--- src/design/mac_pkg.sv ---
// Shared types and constants of the moving average crossover block.
// Holds the field widths, reset values, action and register index codes.
// No dependencies.
`timescale 1ns / 1ps
`default_nettype none

package mac_pkg;

  // Default sizing
  localparam int HISTORY_DEPTH = 32;
  localparam int CHANNELS      = 3;
  localparam int PRICE_BITS    = 40;

  // Fixed field widths
  localparam int AMOUNT_W  = 40;
  localparam int WIN_W     = 6;
  localparam int SYM_W     = 2;
  localparam int CFG_IDX_W = 2;

  // Symbol code that never maps to a channel
  localparam logic [SYM_W-1:0] SYM_UNKNOWN = 2'd3;

  // Register reset values
  localparam logic [WIN_W-1:0]    SHORT_WINDOW_RST = 6'd5;
  localparam logic [WIN_W-1:0]    LONG_WINDOW_RST  = 6'd20;
  localparam logic [AMOUNT_W-1:0] TRADE_VOLUME_RST = 40'd6553600;

  typedef enum logic [1:0] {
    ACT_NONE = 2'd0,
    ACT_BUY  = 2'd1,
    ACT_SELL = 2'd2
  } action_e;

  typedef enum logic [CFG_IDX_W-1:0] {
    CFG_SHORT_WINDOW = 2'd0,
    CFG_LONG_WINDOW  = 2'd1,
    CFG_TRADE_VOLUME = 2'd2
  } cfg_idx_e;

  typedef struct packed {
    logic [WIN_W-1:0]    short_window;
    logic [WIN_W-1:0]    long_window;
    logic [AMOUNT_W-1:0] trade_volume;
  } cfg_t;

  // Per-item side data carried down the pipeline
  typedef struct packed {
    logic                known;
    logic [SYM_W-1:0]    ch;
    logic [AMOUNT_W-1:0] wallet;
    logic [AMOUNT_W-1:0] held;
  } item_t;

  typedef struct packed {
    action_e             action;
    logic [AMOUNT_W-1:0] order_amount;
    logic                trend_above;
  } result_t;

endpackage

`default_nettype wire

--- src/design/mac_decide.sv ---
// Crossover decision: cross-multiplies the window sums, compares them,
// updates the per-channel trend flags and holds the result register.
// Depends on mac_pkg.
`timescale 1ns / 1ps
`default_nettype none

module mac_decide #(
  parameter int SumW  = 45,
  parameter int NumCh = 3
) (
  input  wire logic                  clk_i,
  input  wire logic                  rst_ni,
  input  wire mac_pkg::cfg_t         cfg_i,
  input  wire logic                  in_valid_i,
  input  wire mac_pkg::item_t        in_item_i,
  input  wire logic [SumW-1:0]       short_sum_i,
  input  wire logic [SumW-1:0]       long_sum_i,
  output      logic                  adv_o,
  output      logic                  res_valid_o,
  output      mac_pkg::result_t      res_o,
  input  wire logic                  res_ready_i
);

  localparam int ProdW = SumW + mac_pkg::WIN_W;

  logic                  s3_valid_q;
  mac_pkg::item_t        s3_item_q;
  logic [ProdW-1:0]      prod_s_q;
  logic [ProdW-1:0]      prod_l_q;
  logic                  pos_q;
  logic [NumCh-1:0]      trend_q;
  logic                  out_valid_q;
  mac_pkg::result_t      res_q;
  mac_pkg::result_t      res_d;
  logic                  flag_d;
  logic [mac_pkg::SYM_W-1:0] ch_sel;
  logic                  flag;
  logic                  rises;
  logic                  falls;

  // Whole pipe moves when the result register is free or being drained
  assign adv_o = !out_valid_q || res_ready_i;

  // Product stage
  always_ff @(posedge clk_i or negedge rst_ni) begin
    if (!rst_ni) begin
      s3_valid_q <= 1'b0;
    end else if (adv_o) begin
      s3_valid_q <= in_valid_i;
    end
  end

  always_ff @(posedge clk_i) begin
    if (adv_o) begin
      s3_item_q <= in_item_i;
      prod_s_q  <= ProdW'(short_sum_i) * ProdW'(cfg_i.long_window);
      prod_l_q  <= ProdW'(long_sum_i) * ProdW'(cfg_i.short_window);
      pos_q     <= (short_sum_i != '0) && (long_sum_i != '0);
    end
  end

  // Compare and flag update
  assign ch_sel = s3_item_q.known ? s3_item_q.ch : '0;
  assign flag   = trend_q[ch_sel];
  assign rises  = prod_s_q > prod_l_q;
  assign falls  = prod_s_q < prod_l_q;

  always_comb begin
    res_d  = '{action: mac_pkg::ACT_NONE, order_amount: '0, trend_above: 1'b0};
    flag_d = flag;
    if (s3_item_q.known) begin
      if (pos_q) begin
        if (!flag && rises) begin
          flag_d = 1'b1;
          if (s3_item_q.wallet >= cfg_i.trade_volume) begin
            res_d.action       = mac_pkg::ACT_BUY;
            res_d.order_amount = cfg_i.trade_volume;
          end
        end else if (flag && falls) begin
          flag_d             = 1'b0;
          res_d.action       = mac_pkg::ACT_SELL;
          res_d.order_amount = s3_item_q.held;
        end
      end
      res_d.trend_above = flag_d;
    end
  end

  always_ff @(posedge clk_i or negedge rst_ni) begin
    if (!rst_ni) begin
      trend_q     <= '0;
      out_valid_q <= 1'b0;
    end else if (adv_o) begin
      out_valid_q <= s3_valid_q;
      if (s3_valid_q && s3_item_q.known) begin
        trend_q[ch_sel] <= flag_d;
      end
    end
  end

  // Result register
  always_ff @(posedge clk_i) begin
    if (adv_o) begin
      res_q <= res_d;
    end
  end

  assign res_valid_o = out_valid_q;
  assign res_o       = res_q;

  // A buy leaves the flag set, a sell leaves it clear
  a_buy_sets_flag: assert property (@(posedge clk_i) disable iff (!rst_ni)
    (out_valid_q && res_q.action == mac_pkg::ACT_BUY) |-> res_q.trend_above)
    else $error("buy with trend flag clear");

  a_sell_clears_flag: assert property (@(posedge clk_i) disable iff (!rst_ni)
    (out_valid_q && res_q.action == mac_pkg::ACT_SELL) |-> !res_q.trend_above)
    else $error("sell with trend flag set");

  a_none_no_amount: assert property (@(posedge clk_i) disable iff (!rst_ni)
    (out_valid_q && res_q.action == mac_pkg::ACT_NONE) |-> (res_q.order_amount == '0))
    else $error("order amount without an order");

endmodule

`default_nettype wire

--- config.mk ---
export PLATFORM = sky130hd
export DESIGN_NAME = mac_decide
export DESIGN_NICKNAME = d
export VERILOG_FILES = /design/src/design/mac_pkg.sv /design/src/design/mac_decide.sv
export SDC_FILE = /design/constraint.sdc
export NUM_CORES = 2
export LEC_CHECK = 0
export BUFFER_PORTS_ARGS = -buffer_cell sky130_fd_sc_hd__buf_4
export CAP_MARGIN = 20
export CELL_PAD_IN_SITES_DETAIL_PLACEMENT = 1
export CELL_PAD_IN_SITES_GLOBAL_PLACEMENT = 2
export CORE_MARGIN = 10
export CORE_UTILIZATION = 36
export DETAILED_ROUTE_END_ITERATION = 12
export MAX_ROUTING_LAYER = met4
export PLACE_DENSITY_LB_ADDON = 0.3
export SETUP_SLACK_MARGIN = 0.1
export SYNTH_ARGS = -nofsm -noshare
export SYNTH_HDL_FRONTEND = slang
export SYNTH_SLANG_ARGS = --single-unit
--- constraint.sdc ---
create_clock -name clk_i -period 9.1 [get_ports clk_i]
set_input_delay 1.82 -clock clk_i [delete_from_list [all_inputs] [get_ports clk_i]]
set_output_delay 1.82 -clock clk_i [all_outputs]
set_load 0.1 [all_outputs]
# --- After elaboration in Yosys (flattened, before gate mapping) ---
# Index checks and enable logic that the tools add are counted.
word_totals:
  regBits: 234
  inputBits: 229
  out_inout_bits: 45
op_classes:
  mul: 2
  magnitude_cmp: 5
  mux: 13
  n_reduce_logical: 12
ops:
  columns: ["cell", "n"]
  rows:
  - ["45-bit by 6-bit multiplier with 51-bit output", 2]
  - ["45-bit nonzero test", 2]
  - ["42-bit two-way mux", 2]
  - ["51-bit greater-than comparator", 1]
  - ["51-bit less-than comparator", 1]
  - ["41-bit two-way mux", 1]
  - ["40-bit greater-or-equal comparator", 1]
  - ["1-bit two-way mux", 6]
  - ["1-bit logical AND", 5]
  - ["2-bit AND reduction", 2]
  - ["3-bit bitwise mux", 1]
  - ["2-bit by 3-bit less-than comparator with 1-bit output (second input constant)", 1]
  - ["1-bit binary-select mux with 2-bit select", 1]
  - ["1-bit demux with 2-bit select", 1]
  - ["2-bit by 1-bit greater-or-equal comparator with 1-bit output (second input constant)", 1]
  - ["1-bit logical NOT", 2]
  - ["2-bit two-way mux", 1]
  - ["1-bit logical OR", 1]

# --- Longest topological paths before layout ---
logic_depth:
  ltp_word: 9
  depth_mapped: 18

# --- Worst setup path before layout ---
# OpenSTA, ideal clock, no wires.
synth_timing:
  path_type: "input to output"
  start: "input port res_ready_i"
  end: "output port adv_o"
  arrival_time_ps: 8060
  required_time_ps: 7280
  slack_ps: -780
  path_stages: 1
  path_buffers: 0
  cell_sequence: "nand2b_1"
synth_between:
  elab_chain_len: 1
synth_lines:
  columns: ["item", "line_no", "rtl"]
  rows:
  - ["from (decl)", "mac_decide.sv:21", "input wire logic res_ready_i"]
  - ["1-bit logical OR", "mac_decide.sv:42", "assign adv_o = !out_valid_q || res_ready_i;"]
  - ["to (decl)", "mac_decide.sv:18", "output logic adv_o,"]
# No other way between the ends.

# --- Final worst setup path ---
layout_timing:
  start: "input port cfg_i[50] (netlist bit)"
  end: "register prod_l_q[44], data pin"
layout_between:
  elab_chain_len: 1
layout_lines:
  columns: ["item", "line_no", "rtl"]
  rows:
  - ["from (decl)", "mac_decide.sv:13", "input wire mac_pkg::cfg_t cfg_i,"]
  - ["45-bit by 6-bit multiplier with 51-bit output", "mac_decide.sv:57", "prod_l_q <= ProdW'(long_sum_i) * ProdW'(cfg_i.short_window);"]
  - ["to (signal assigned)", "mac_decide.sv:57", null]
  - ["to (decl)", "mac_decide.sv:29", "logic [ProdW-1:0] prod_l_q;"]
# No other way between the ends.
# A chain may end at the register's enable or synchronous reset.

==> impl_metrics.yaml <==
synth:
  ffs_w_async_s_r_synth_pct: 2.14
  synth_enable_flop_cells: 229
  yosysUniqueCellTypes: 69
  synth_seq_cells: 234
  predominant_post_synthesis_flop_cell: "edfxtp_1"
  syn_area_per_cell_um2: 9.87
  ys.warnings.count: 0
  mappedNetlistArea_um2: 27500
  synth_cells: 2782
  seq_total_area_yosys_pct: 25.5
  synth_fp_nets: 3566
timing:
  period_share_pct: 71.3
  final-setup-viol-count: 0
  slew_violations: 0
  final.min_clock_period_ns: 6.49
  grt_setup_unrepaired: "no"
  fin_tns_setup_ns: 0
  post-route-worst-setup-slack_ns: 2.61
  relSlewSlack_pct: 32.6
  skew_ns: 0.0240
  final_worst_hold_slack_ns: 0.505
  max_freq_mhz: 154
  max_slew.worst_pin.slew_ns: 1.01
  final_hold_fails: 0
placement:
  io_buffer_count: 273
  dpl_worst_slack_ns: 2.05
  dp_hpwl_um: 61800
  routability_cong: 0.818
pwr:
  power_uw: 7710
  share_seq_of_total_power_pct: 23.3
  worst_ir_drop_vdd_mv: 0.158
  power_switching_share_pct: 44.7
  power_frac_comb_pct: 61.0
  internal-power_uw: 4260
  power.static_leakage_uw: 0.0151
  power_density_nw_per_um2: 245
  clkPwrFrac_pct: 15.7
  power.net_switching_uw: 3450
drt:
  detail_route.drc_violations: 0
  route.met2.wl_um: 42700
  top_signal_layer_used: "met4"
  met3WireLength_um: 2260
  dr.first_iter.drc_count: 618
  via_count: 20200
  drt_first_pass_iters: 4
  drt-vias-per-instance: 5.03
  drtAntennaViolNets: 0
  m1WireLength_um: 29000
  detail_route.wirelength_um: 75800
  wl_per_cell_um: 18.9
finish:
  top_library_cells_by_usage_in_the_layout_fill_and_taps_aside: "565 x inv_1, 502 x and2_1, 346 x fa_1, 277 x buf_4, 229 x edfxtp_1"
  layout-drive-gt1-share_pct: 11.6
  fin_util_pct: 41.6
  mostFrequentLayoutCell: "inv_1"
  area_growth_syn_to_layout_pct: 14.9
  fill_cells: 8550
  ff_latch_area_um2: 7000
  multi_input_comb_area_um2: 18100
  final_net_count: 3798
clock_tree:
  clock_insertion_delay_worst_skew_ns: 0.58
  cts_clock_pin_slew_for_the_worst_setup_and_hold_paths_ns: 0.06
  cts-buffers-inserted: 29
  hold_buffers: 0
  cts.repair_timing.setup_buffer_count: 0
  ctsResizeCount: 0
  number_of_levels_the_h_tree_was_split_into: 1
  clock_sinks: 234
  cts.path.max_buffers: 3
  clock_tree.root_cell: "clkbuf_16"
  cts_tree: "built"
critical_path:
  cp_common_cell: "fa_1"
  timing.critical_path.from_type: "input pin"
  cp_num_buf_inv: 3
  worst_path_max_delay_cell: "a211oi_1"
  cp_top_family: "compound AO/OA/AOI/OAI gates"
  setup.worst_path.class: "in2reg"
  crit_path_max_incr_delay_ns: 0.64
  critical_path_peak_fanout: 45
  cp_data_required_time_ns: 9.40
  crit_chain: "buf_4 -> and2_1 -> fa_1 -> fa_1 -> inv_1 -> fa_1 -> inv_1 -> ha_1 -> nand2_1 -> o31a_1 -> a211oi_1 -> o311ai_1 -> a21oi_1 -> o211ai_1 -> a21oi_1 -> mux2i_1 -> nand2_1"
  arrival_time_of_the_worst_setup_path_ns: 6.79
  sort_of_element_at_the_end_of_the_critical_path: "flop"
floorplan:
  floorplan.core_area_um2: 75800
  die_width_um: 296
  initial_utilization_pct: 36.2
  floorplan.io_pins: 274
  rows: 101
  die_area_um2: 87700
  fp.dieH_um: 296
run_status:
  run_status: "finished, final reports clean"
grt:
  first_global_vias: 23410
  grt.overflow.total: 0
  grt.total_usage_pct: 17.8
  grt_max_degree: 85
  number_of_antenna_violations_at_the_first_check_in_global_routing: 2
  grt_first_pass_wirelength_um: 122000
min_path:
  hp-class: "reg2reg"
flow_run:
  maxCapViolCount: 0
power by group through the flow:
| stage | logic, uW | clock network [uW] | registers (uW) |
|---|---|---|---|
| 5_1_grt | 5330 | 1290 | 1830 |
| 3_3_place_gp | 4640 | 0 | 1820 |
| 2_1_floorplan | 3170 | 0 | 2080 |
| 3_5_place_dp | 4770 | 0 | 1830 |
| 6_report | 4700 | 1210 | 1800 |
| 4_1_cts | 4810 | 1250 | 1810 |
routing by layer:
layer  vias to the layer above  track usage, %
li1                       9484               -
met3                       106            1.73
met5                         -               -
met2                       274            34.6
met4                         0            4.14
met1                     10336            19.0
cell families (layout without fill, tap and decap cells):
group                      Yosys count  in the layout  synth area share [%]
AOI/OAI and AO/OA                  431            431                  10.7
xor gates and xnor gates            84             84                  2.68
adders and majority gates          555            555                  34.8
buffers and inverters              642            897                  8.81
DFF                                234            234                  25.5
muxes                                7              7                 0.278
other                                0              3                     0
and+or+nand+nor                    829            829                  17.2
Yosys cell counts, drive strengths merged, types with 17 or more instances:
cell    number  area share, %
a211oi      17           0.46
a21o        88            2.4
a21oi      119            2.2
a22o        40            1.3
a31oi       19           0.43
and2       503             11
clkbuf      69           0.94
edfxtp     229             25
fa         346             25
ha         209            9.5
inv        565            7.7
nand2      106            1.4
nand4       41           0.93
nor2        67           0.92
nor3        26           0.47
nor4        21           0.48
o21ai       61            1.1
xnor2       49            1.6
xor2        35            1.1
sequential cells by signal (all words and copies together) (netlist names):
signal,count
trend_q,3
prod_l_q,51
s3_valid_q,1
prod_s_q,51
pos_q,1
res_valid_o,1
s3_item_q,83
res_o,43
metrics by stage:
stage,cell area (um2),std cells
global route,31500,4017
detailed placement,30500,3960
global placement,30500,3960
CTS,31500,4014
finish,31500,4018
floorplan,27500,2782
final timing paths:
check | cells past startpoint | to | startpoint | slack [ns]
max in group asynchronous | 1 | res_valid_o$_DFFE_PN0P_ | rst_ni | 7.97
setup reg to reg | 10 | res_o[32]$_SDFFCE_PN0P_ | prod_s_q[4]$_DFFE_PP_ | 5.18
setup / recovery | 17 | prod_l_q[44]$_DFFE_PP_ | cfg_i[50] | 2.61
hold / removal | 1 | res_valid_o$_DFFE_PN0P_ | s3_valid_q$_DFFE_PN0P_ | 0.50
min in group asynchronous | 1 | s3_valid_q$_DFFE_PN0P_ | rst_ni | 1.03
hold reg to reg | 1 | res_valid_o$_DFFE_PN0P_ | s3_valid_q$_DFFE_PN0P_ | 0.50
cell type report:
class                   count  share of cell area, %
diodes                      3                 0.0238
clock buffers              31                   2.33
clock inverters            23                  0.901
inverters                 565                   6.73
multi-input cells        1906                   57.3
flip-flops and latches    234                   22.2
well taps                 978                   3.88
repair buffers            278                   6.68
No activity file was read; power rests on OpenSTA's default activity.
